[config.mk]
export PLATFORM = sky130hd
export DESIGN_NAME = sha1_stream_hasher_unit
export DESIGN_NICKNAME = d
export VERILOG_FILES = /design/src/rtl/sha1sh_pkg.sv /design/src/rtl/sha1sh_front.sv /design/src/rtl/sha1sh_core.sv /design/src/rtl/sha1_stream_hasher_unit.sv
export SDC_FILE = /design/constraint.sdc
export NUM_CORES = 2
export LEC_CHECK = 0
export BUFFER_PORTS_ARGS = -buffer_cell sky130_fd_sc_hd__buf_2
export CAP_MARGIN = 15
export CORE_UTILIZATION = 58
export CTS_CLUSTER_SIZE = 12
export DETAILED_ROUTE_END_ITERATION = 16
export PLACE_DENSITY = 0.76
export SLEW_MARGIN = 20
export SYNTH_ARGS = -nofsm -noshare
export SYNTH_HDL_FRONTEND = slang
export SYNTH_SLANG_ARGS = --single-unit
[constraint.sdc]
create_clock -name aclk -period 12.5 [get_ports aclk]
set_clock_uncertainty 0.1 [all_clocks]
set_input_delay 0.625 -clock aclk [delete_from_list [all_inputs] [get_ports aclk]]
set_output_delay 0.625 -clock aclk [all_outputs]
set_load 0.005 [all_outputs]
[src/rtl/sha1sh_pkg.sv]
// ============================================================================
// sha1sh_pkg
// Shared types, constants and round functions of the SHA-1 stream hasher.
// ============================================================================
package sha1sh_pkg;

    typedef struct packed {
        logic       finish;
        logic [7:0] data;
    } item_t;

    typedef enum logic [2:0] {
        ST_IDLE,
        ST_PAD,
        ST_ROUND,
        ST_ADD,
        ST_EMIT
    } state_t;

    localparam logic [31:0] H0_INIT = 32'h67452301;
    localparam logic [31:0] H1_INIT = 32'hefcdab89;
    localparam logic [31:0] H2_INIT = 32'h98badcfe;
    localparam logic [31:0] H3_INIT = 32'h10325476;
    localparam logic [31:0] H4_INIT = 32'hc3d2e1f0;

    localparam logic [31:0] K_00_19 = 32'h5A827999;
    localparam logic [31:0] K_20_39 = 32'h6ED9EBA1;
    localparam logic [31:0] K_40_59 = 32'h8F1BBCDC;
    localparam logic [31:0] K_60_79 = 32'hCA62C1D6;

    localparam logic [7:0] PAD_MARK    = 8'h80;
    localparam logic [5:0] LEN_POS     = 6'd56;
    localparam logic [5:0] LAST_POS    = 6'd63;
    localparam logic [6:0] LAST_ROUND  = 7'd79;
    localparam logic [2:0] LAST_WORD   = 3'd4;
    localparam logic [63:0] BYTE_BITS  = 64'd8;

    function automatic logic [31:0] round_k(input logic [6:0] r);
        logic [31:0] k;
        if (r < 7'd20) begin
            k = K_00_19;
        end else if (r < 7'd40) begin
            k = K_20_39;
        end else if (r < 7'd60) begin
            k = K_40_59;
        end else begin
            k = K_60_79;
        end
        return k;
    endfunction

    function automatic logic [31:0] round_f(input logic [6:0] r, input logic [31:0] b,
                                            input logic [31:0] c, input logic [31:0] d);
        logic [31:0] f;
        if (r < 7'd20) begin
            f = (b & c) | (~b & d);
        end else if (r >= 7'd40 && r < 7'd60) begin
            f = (b & c) | (b & d) | (c & d);
        end else begin
            f = b ^ c ^ d;
        end
        return f;
    endfunction

endpackage

[src/rtl/sha1sh_front.sv]
// ============================================================================
// sha1sh_front
// Input side: accepts items, tags finish versus data, and queues them.
// ============================================================================
module sha1sh_front #(
    parameter int QUEUE_DEPTH = 4
) (
    input  logic              aclk,
    input  logic              aresetn,
    input  logic              s_valid,
    output logic              s_ready,
    input  logic              s_op,
    input  logic [7:0]        s_data_byte,
    output logic              q_valid,
    input  logic              q_ready,
    output sha1sh_pkg::item_t q_item
);

    localparam int PTR_W = (QUEUE_DEPTH > 1) ? $clog2(QUEUE_DEPTH) : 1;
    localparam int CNT_W = $clog2(QUEUE_DEPTH + 1);

    sha1sh_pkg::item_t       slot_reg [QUEUE_DEPTH];
    logic [PTR_W-1:0]        wr_ptr_reg, wr_ptr_next;
    logic [PTR_W-1:0]        rd_ptr_reg, rd_ptr_next;
    logic [CNT_W-1:0]        count_reg, count_next;
    logic                    push, pop;
    sha1sh_pkg::item_t       in_item;

    assign s_ready = (count_reg != CNT_W'(QUEUE_DEPTH));
    assign q_valid = (count_reg != '0);
    assign q_item  = slot_reg[rd_ptr_reg];
    assign push    = s_valid && s_ready;
    assign pop     = q_valid && q_ready;

    always_comb begin
        in_item.finish = s_op;
        in_item.data   = s_data_byte;
    end

    always_comb begin
        wr_ptr_next = wr_ptr_reg;
        rd_ptr_next = rd_ptr_reg;
        count_next  = count_reg;
        if (push) begin
            wr_ptr_next = (wr_ptr_reg == PTR_W'(QUEUE_DEPTH - 1)) ? '0 : wr_ptr_reg + 1'b1;
        end
        if (pop) begin
            rd_ptr_next = (rd_ptr_reg == PTR_W'(QUEUE_DEPTH - 1)) ? '0 : rd_ptr_reg + 1'b1;
        end
        if (push && !pop) begin
            count_next = count_reg + 1'b1;
        end else if (pop && !push) begin
            count_next = count_reg - 1'b1;
        end
    end

    always_ff @(posedge aclk) begin
        if (!aresetn) begin
            wr_ptr_reg <= '0;
            rd_ptr_reg <= '0;
            count_reg  <= '0;
        end else begin
            wr_ptr_reg <= wr_ptr_next;
            rd_ptr_reg <= rd_ptr_next;
            count_reg  <= count_next;
        end
    end

    always_ff @(posedge aclk) begin
        if (push) begin
            slot_reg[wr_ptr_reg] <= in_item;
        end
    end

endmodule

[src/rtl/sha1sh_core.sv]
// ============================================================================
// sha1sh_core
// Back end: byte packing, padding, 80-round compression and digest output.
// ============================================================================
module sha1sh_core (
    input  logic              aclk,
    input  logic              aresetn,
    input  logic              q_valid,
    output logic              q_ready,
    input  sha1sh_pkg::item_t q_item,
    output logic              m_valid,
    input  logic              m_ready,
    output logic [31:0]       m_digest_word,
    output logic [2:0]        m_word_index,
    output logic              m_last
);

    sha1sh_pkg::state_t state_reg, state_next;

    logic [31:0] window_reg [16];
    logic [31:0] window_next [16];
    logic [31:0] hash_reg [5];
    logic [31:0] hash_next [5];
    logic [31:0] a_reg, b_reg, c_reg, d_reg, e_reg;
    logic [31:0] a_next, b_next, c_next, d_next, e_next;
    logic [5:0]  pos_reg, pos_next;
    logic [63:0] bitlen_reg, bitlen_next;
    logic [6:0]  round_reg, round_next;
    logic [2:0]  widx_reg, widx_next;
    logic        pad_reg, pad_next;
    logic        mark_reg, mark_next;
    logic        len_phase_reg, len_phase_next;
    logic        final_reg, final_next;

    logic        put_en;
    logic [7:0]  put_byte;
    logic        len_sel;
    logic [5:0]  len_shift;
    logic [31:0] sched_word;
    logic [31:0] round_sum;

    assign q_ready = (state_reg == sha1sh_pkg::ST_IDLE);

    // byte k of the length goes at position 56 + k, most significant first
    assign len_sel   = !mark_reg && (len_phase_reg || pos_reg == sha1sh_pkg::LEN_POS);
    assign len_shift = {~pos_reg[2:0], 3'b000};

    assign sched_word = window_reg[13] ^ window_reg[8] ^ window_reg[2] ^ window_reg[0];
    assign round_sum  = {a_reg[26:0], a_reg[31:27]}
                      + sha1sh_pkg::round_f(round_reg, b_reg, c_reg, d_reg)
                      + e_reg + sha1sh_pkg::round_k(round_reg) + window_reg[0];

    // next state
    always_comb begin
        state_next = state_reg;
        unique case (state_reg)
            sha1sh_pkg::ST_IDLE: begin
                if (q_valid) begin
                    if (q_item.finish) begin
                        state_next = sha1sh_pkg::ST_PAD;
                    end else if (pos_reg == sha1sh_pkg::LAST_POS) begin
                        state_next = sha1sh_pkg::ST_ROUND;
                    end
                end
            end
            sha1sh_pkg::ST_PAD: begin
                if (pos_reg == sha1sh_pkg::LAST_POS) begin
                    state_next = sha1sh_pkg::ST_ROUND;
                end
            end
            sha1sh_pkg::ST_ROUND: begin
                if (round_reg == sha1sh_pkg::LAST_ROUND) begin
                    state_next = sha1sh_pkg::ST_ADD;
                end
            end
            sha1sh_pkg::ST_ADD: begin
                if (final_reg) begin
                    state_next = sha1sh_pkg::ST_EMIT;
                end else if (pad_reg) begin
                    state_next = sha1sh_pkg::ST_PAD;
                end else begin
                    state_next = sha1sh_pkg::ST_IDLE;
                end
            end
            sha1sh_pkg::ST_EMIT: begin
                if (m_ready && widx_reg == sha1sh_pkg::LAST_WORD) begin
                    state_next = sha1sh_pkg::ST_IDLE;
                end
            end
            default: state_next = sha1sh_pkg::ST_IDLE;
        endcase
    end

    // datapath and outputs
    always_comb begin
        put_en         = 1'b0;
        put_byte       = '0;
        pos_next       = pos_reg;
        bitlen_next    = bitlen_reg;
        round_next     = round_reg;
        widx_next      = widx_reg;
        pad_next       = pad_reg;
        mark_next      = mark_reg;
        len_phase_next = len_phase_reg;
        final_next     = final_reg;
        a_next = a_reg;
        b_next = b_reg;
        c_next = c_reg;
        d_next = d_reg;
        e_next = e_reg;
        for (int i = 0; i < 5; i++) begin
            hash_next[i] = hash_reg[i];
        end
        for (int i = 0; i < 16; i++) begin
            window_next[i] = window_reg[i];
        end

        m_valid       = 1'b0;
        m_digest_word = hash_reg[widx_reg];
        m_word_index  = widx_reg;
        m_last        = (widx_reg == sha1sh_pkg::LAST_WORD);

        unique case (state_reg)
            sha1sh_pkg::ST_IDLE: begin
                if (q_valid) begin
                    if (q_item.finish) begin
                        pad_next  = 1'b1;
                        mark_next = 1'b1;
                    end else begin
                        put_en      = 1'b1;
                        put_byte    = q_item.data;
                        bitlen_next = bitlen_reg + sha1sh_pkg::BYTE_BITS;
                    end
                end
            end
            sha1sh_pkg::ST_PAD: begin
                put_en = 1'b1;
                if (mark_reg) begin
                    put_byte  = sha1sh_pkg::PAD_MARK;
                    mark_next = 1'b0;
                end else if (len_sel) begin
                    put_byte       = bitlen_reg[len_shift +: 8];
                    len_phase_next = 1'b1;
                    if (pos_reg == sha1sh_pkg::LAST_POS) begin
                        final_next = 1'b1;
                    end
                end
            end
            sha1sh_pkg::ST_ROUND: begin
                a_next     = round_sum;
                b_next     = a_reg;
                c_next     = {b_reg[1:0], b_reg[31:2]};
                d_next     = c_reg;
                e_next     = d_reg;
                round_next = round_reg + 7'd1;
                for (int i = 0; i < 15; i++) begin
                    window_next[i] = window_reg[i + 1];
                end
                window_next[15] = {sched_word[30:0], sched_word[31]};
            end
            sha1sh_pkg::ST_ADD: begin
                hash_next[0] = hash_reg[0] + a_reg;
                hash_next[1] = hash_reg[1] + b_reg;
                hash_next[2] = hash_reg[2] + c_reg;
                hash_next[3] = hash_reg[3] + d_reg;
                hash_next[4] = hash_reg[4] + e_reg;
            end
            sha1sh_pkg::ST_EMIT: begin
                m_valid = 1'b1;
                if (m_ready) begin
                    widx_next = widx_reg + 3'd1;
                    if (widx_reg == sha1sh_pkg::LAST_WORD) begin
                        // restart for the next message
                        widx_next      = '0;
                        bitlen_next    = '0;
                        pad_next       = 1'b0;
                        len_phase_next = 1'b0;
                        final_next     = 1'b0;
                        hash_next[0]   = sha1sh_pkg::H0_INIT;
                        hash_next[1]   = sha1sh_pkg::H1_INIT;
                        hash_next[2]   = sha1sh_pkg::H2_INIT;
                        hash_next[3]   = sha1sh_pkg::H3_INIT;
                        hash_next[4]   = sha1sh_pkg::H4_INIT;
                    end
                end
            end
            default: begin
            end
        endcase

        // shift the byte into the 512-bit block window, oldest byte on top
        if (put_en) begin
            for (int i = 0; i < 15; i++) begin
                window_next[i] = {window_reg[i][23:0], window_reg[i + 1][31:24]};
            end
            window_next[15] = {window_reg[15][23:0], put_byte};
            pos_next        = pos_reg + 6'd1;
            if (pos_reg == sha1sh_pkg::LAST_POS) begin
                round_next = '0;
                a_next     = hash_reg[0];
                b_next     = hash_reg[1];
                c_next     = hash_reg[2];
                d_next     = hash_reg[3];
                e_next     = hash_reg[4];
            end
        end
    end

    always_ff @(posedge aclk) begin
        if (!aresetn) begin
            state_reg     <= sha1sh_pkg::ST_IDLE;
            pos_reg       <= '0;
            bitlen_reg    <= '0;
            round_reg     <= '0;
            widx_reg      <= '0;
            pad_reg       <= 1'b0;
            mark_reg      <= 1'b0;
            len_phase_reg <= 1'b0;
            final_reg     <= 1'b0;
            hash_reg[0]   <= sha1sh_pkg::H0_INIT;
            hash_reg[1]   <= sha1sh_pkg::H1_INIT;
            hash_reg[2]   <= sha1sh_pkg::H2_INIT;
            hash_reg[3]   <= sha1sh_pkg::H3_INIT;
            hash_reg[4]   <= sha1sh_pkg::H4_INIT;
        end else begin
            state_reg     <= state_next;
            pos_reg       <= pos_next;
            bitlen_reg    <= bitlen_next;
            round_reg     <= round_next;
            widx_reg      <= widx_next;
            pad_reg       <= pad_next;
            mark_reg      <= mark_next;
            len_phase_reg <= len_phase_next;
            final_reg     <= final_next;
            for (int i = 0; i < 5; i++) begin
                hash_reg[i] <= hash_next[i];
            end
        end
    end

    always_ff @(posedge aclk) begin
        a_reg <= a_next;
        b_reg <= b_next;
        c_reg <= c_next;
        d_reg <= d_next;
        e_reg <= e_next;
        for (int i = 0; i < 16; i++) begin
            window_reg[i] <= window_next[i];
        end
    end

endmodule

[src/rtl/sha1_stream_hasher_unit.sv]
// ============================================================================
// sha1_stream_hasher_unit
// SHA-1 over a byte stream: absorb bytes, then finish to get the digest.
// ============================================================================
// Usage: send items on the s_ channel (s_op = 0 absorbs s_data_byte,
// s_op = 1 ends the message). Each finish yields five m_ transfers, H0 to H4
// in order, with m_last on the fifth; the hasher then starts a new message.
// A queue of QUEUE_DEPTH items sits in front of the engine, so s_ready stays
// high while the engine compresses or waits on the receiver, until it fills.
// Throughput: the engine absorbs one byte per cycle, but each 64th byte starts
// a block: 80 rounds, one per cycle, then the chaining add, during which the
// engine takes no bytes. A single round unit does every round.
// After a finish, the engine writes the padding bytes (9 to 72) and compresses
// each block that padding completes (one or two), then gives the digest words
// at one per cycle while m_ready is high.
// When the receiver stalls, the current word holds and the engine waits;
// new input is queued until the queue is full.
// Reset (aresetn low, synchronous) loads the initial hash values, clears the
// byte position, the bit length and the queue; no clearing pass is needed.
// ============================================================================
module sha1_stream_hasher_unit #(
    parameter int QUEUE_DEPTH = 4
) (
    input  logic        aclk,
    input  logic        aresetn,
    input  logic        s_valid,
    output logic        s_ready,
    input  logic        s_op,
    input  logic [7:0]  s_data_byte,
    output logic        m_valid,
    input  logic        m_ready,
    output logic [31:0] m_digest_word,
    output logic [2:0]  m_word_index,
    output logic        m_last
);

    logic              q_valid;
    logic              q_ready;
    sha1sh_pkg::item_t q_item;

    sha1sh_front #(
        .QUEUE_DEPTH(QUEUE_DEPTH)
    ) u_front (
        .aclk        (aclk),
        .aresetn     (aresetn),
        .s_valid     (s_valid),
        .s_ready     (s_ready),
        .s_op        (s_op),
        .s_data_byte (s_data_byte),
        .q_valid     (q_valid),
        .q_ready     (q_ready),
        .q_item      (q_item)
    );

    sha1sh_core u_core (
        .aclk          (aclk),
        .aresetn       (aresetn),
        .q_valid       (q_valid),
        .q_ready       (q_ready),
        .q_item        (q_item),
        .m_valid       (m_valid),
        .m_ready       (m_ready),
        .m_digest_word (m_digest_word),
        .m_word_index  (m_word_index),
        .m_last        (m_last)
    );

endmodule

==> reports/qor.yml <==
sta:
  rsz0062_at_grt: "no"
  setup_ws_ns: 5.208
  fin_setup_tns_ns: 0
  max_freq_mhz: 137.1
  period_share: 0.5834
  relSlewSlack: 0.2282
  finalSetupViolations: 0
  fin_crit_ns: 7.292
  slew_violations: 0
  hold_violations: 0
  tightest_slew_ns: 1.158
power_and_ir_drop:
  p_int_mw: 8.296
  p_leak_nw: 25.10
  pwr-share-clk: 0.236
  power_frac_comb: 0.323
  swShare: 0.3672
  power.density_nw_per_um2: 222.5
  power.switching_mw: 4.813
  ir_worst_vdd_v: 0.0002566
  p_seq_frac: 0.441
floorplanning:
  fp.dieW_microns: 308.2
  start_util: 0.5897
  die-area_sq_um: 94990
  pin_count: 51
  fp-row-count: 111
  core_area_sq_um: 92220
  die_h_microns: 308.2
global_route:
  antenna_found_initial: 0
  grt_pass1_wl_microns: 220600
  overflow: 0
  grt_max_degree: 267
  grt_pass1_vias: 39840
  grt_usage: 0.2948
setup_path:
  r2r_cells: 23
  cp_max_fo: 16
  crit_start: "u_core.round_reg[5]"
  endpoint: "u_core.a_reg[31]"
  worstPathRequired_ns: 12.93
  r2r-end: "u_core.a_reg[31]"
  start_kind: "register"
  end_kind: "register"
  reg2reg_from: "u_core.round_reg[5]"
  reg2reg_slack_ns: 5.21
  worst-setup-path-type: "register to register"
  arrival_ns: 7.72
synthesis:
  synthSimpleGateAreaFrac: 0.2095
  syn_avg_cell_area_sq_um: 9.030
  synth_compound_area_frac: 0.1153
  synth_top_area_cell: "edfxtp_1"
  synthMuxAreaShare: 0.03267
  synth_nets: 6392
  yosysWarnings: 0
  yosys.area_share.adder: 0.09958
  synth-async-reset-ratio: 0
  synth_top_family_by_area: "simple AND/OR/NAND/NOR gates"
  synth_xor_xnor_area_share: 0.04993
  syn-cell-area_sq_um: 54380
  syn-instance-count: 6022
  ys_seq_area_frac: 0.4557
  synth_edf_count: 548
  yosys-top-cells-area: "edfxtp_1 30%, dfxtp_1 15%, nand2_1 13%, ha_1 5.3%, fa_1 4.6%"
  ys_ff_latch: 964
  yosys_most_used_dff: "edfxtp_1"
  yosysUniqueCellTypes: 92
  synthDominantCellAreaShare: 0.3026
clocking:
  cts_setup_buffers: 0
  cts_buffers: 103
  clock_path_buffers: 3
  cts_max_level: 3
  clkLatencyLatePin_ns: 0.71
  clkSinkCount: 964
  cts_tree: "yes"
  clk_pin_slew_ns: 0.06
  cts_root_buf: "clkbuf_16"
final_layout:
  final_cell_mix: "1927 x nand2_1, 548 x edfxtp_1, 414 x dfxtp_1"
  final_common_cell: "nand2_1"
  fin_nets: 6300
  final_layout_size_suffix_gt1_frac: 0.06062
  largest_reg_flops: 512
  nFillCells: 7556
  num_antenna_cells: 0
  areaGrowthSynthToFinish_pct: 8.363
drt:
  drt-initial-drc-count: 4947
  post_drt_wl_per_cell_microns: 19.43
  vias_per_cell: 5.915
  first_pass_iters: 7
  drt.antenna.violating_nets: 0
  num_vias: 42970
  drcViolationCount: 0
  routed_wl_microns: 141100
placed_design:
  dp_hpwl_microns: 95430
  portBuffers: 50
  gp_congestion: 0.9774
  pre_cts_ws_ns: 5.313
run_status:
  status: "completed"
flow_run:
  maxCapViolations: 0
worst_hold_path:
  min_from: "s_data_byte[3]"
  hold_path_class: "input pin to register"
-- how the worst min path moves through the flow --
stage | end | slack, ns | cells past startpoint
3_3_place_gp | u_core.len_phase_reg | 0.34 | 2
3_5_place_dp | u_core.len_phase_reg | 0.35 | 2
2_1_floorplan | u_core.len_phase_reg | 0.32 | 2
5_1_grt | u_front.slot_reg[1][3] | 0.03 | 1
4_1_cts | u_front.slot_reg[1][3] | 0.005 | 1
6_report | u_front.slot_reg[3][3] | 0.05 | 1
-- metrics by stage --
stage	total power [mW]	instance area, sq um	hold WS, ns	instances	utilization
final	13.11	58930	0.04780	7264	0.6390
after global routing	13.94	58930	0.02757	7264	0.6390
after floorplan	9.169	54380	0.3250	6022	-
after global placement	9.912	55440	0.3403	7062	0.6012
after detailed placement	10.03	55440	0.3492	7062	0.6012
after CTS	13.16	58930	0.004878	7264	0.6390
-- power groups by stage --
| stage | clock, mW | combinational [mW] | sequential [mW] |
|---|---|---|---|
| floorplan | 0 | 3.23 | 5.94 |
| global placement | 0 | 4.10 | 5.81 |
| detailed placement | 0 | 4.20 | 5.83 |
| CTS | 3.14 | 4.24 | 5.78 |
| global route | 3.26 | 4.78 | 5.90 |
| finish | 3.10 | 4.23 | 5.79 |
-- cells in the mapped netlist, types with 7 or more instances --
master	n
a211oi_1	24
a21boi_0	16
a21o_1	74
a21oi_1	231
a22oi_1	23
a31oi_1	158
and2_1	38
and3_1	53
buf_1	19
clkbuf_1	272
dfxtp_1	416
edfxtp_1	548
fa_1	125
ha_1	232
inv_1	230
mux2_2	32
mux2i_1	17
mux4_1	8
mux4_2	46
nand2_1	1930
nand2b_1	23
nand3_1	70
nand4_1	27
nor2_1	412
nor2b_1	74
nor3_1	56
nor4_1	7
o211ai_1	17
o21a_1	39
o21ai_0	241
o21bai_1	17
o221ai_1	23
o22ai_1	32
o311ai_0	8
o31ai_1	12
o32ai_1	20
or3_1	25
xnor2_1	198
xor2_1	112
-- what timing repair did --
item / CTS / global route
hold buffers: 6 / 0
hold endpoints to repair: 24 / 0
gates resized for setup: 0 / 0
-- cells by family after synthesis --
logic type      count (synthesis)
xor+xnor                      310
fa+ha+maj                     358
flops                         964
simple gates                 2762
compound gates               1000
buf+inv                       525
mux                           103
-- critical path: stages, from the launching register on --
cell	delay, ns
dfxtp_1	0.52
inv_1	0.11
maj3_1	0.40
a221oi_4	0.77
nor2_1	0.11
a211oi_1	0.41
fa_1	0.48
inv_1	0.08
fa_1	0.43
fa_1	0.44
inv_1	0.08
ha_1	0.18
inv_1	0.08
fa_1	0.44
nor2b_1	0.16
o21ai_0	0.11
a21oi_1	0.24
o211ai_1	0.18
a311oi_1	0.50
a21oi_1	0.26
o21ai_0	0.53
o221ai_1	0.25
xnor2_1	0.19
o21ai_0	0.09
-- layout make-up --
type                       count  area [sq um]  area share
inverter                     230         863.3     0.01465
multi-input combinational   4533         27650      0.4693
tap                         1243          1555     0.02639
timing repair buffer          98         644.4     0.01093
sequential                   964         24790      0.4206
clock inverter                30         395.4    0.006709
clock buffer                 166          3030     0.05142
-- metal layers --
metal	global-route usage	part of all wire	vias to the layer above	wire (microns)
li1	-	-	20400	-
met1	0.4148	0.43	20640	60660
met2	0.4595	0.45	1644	63770
met3	0.05717	0.086	278	12100
met4	0.09314	0.033	0	4619
met5	0	0	-	0
Note: power is estimated with default switching activity, not from simulation.
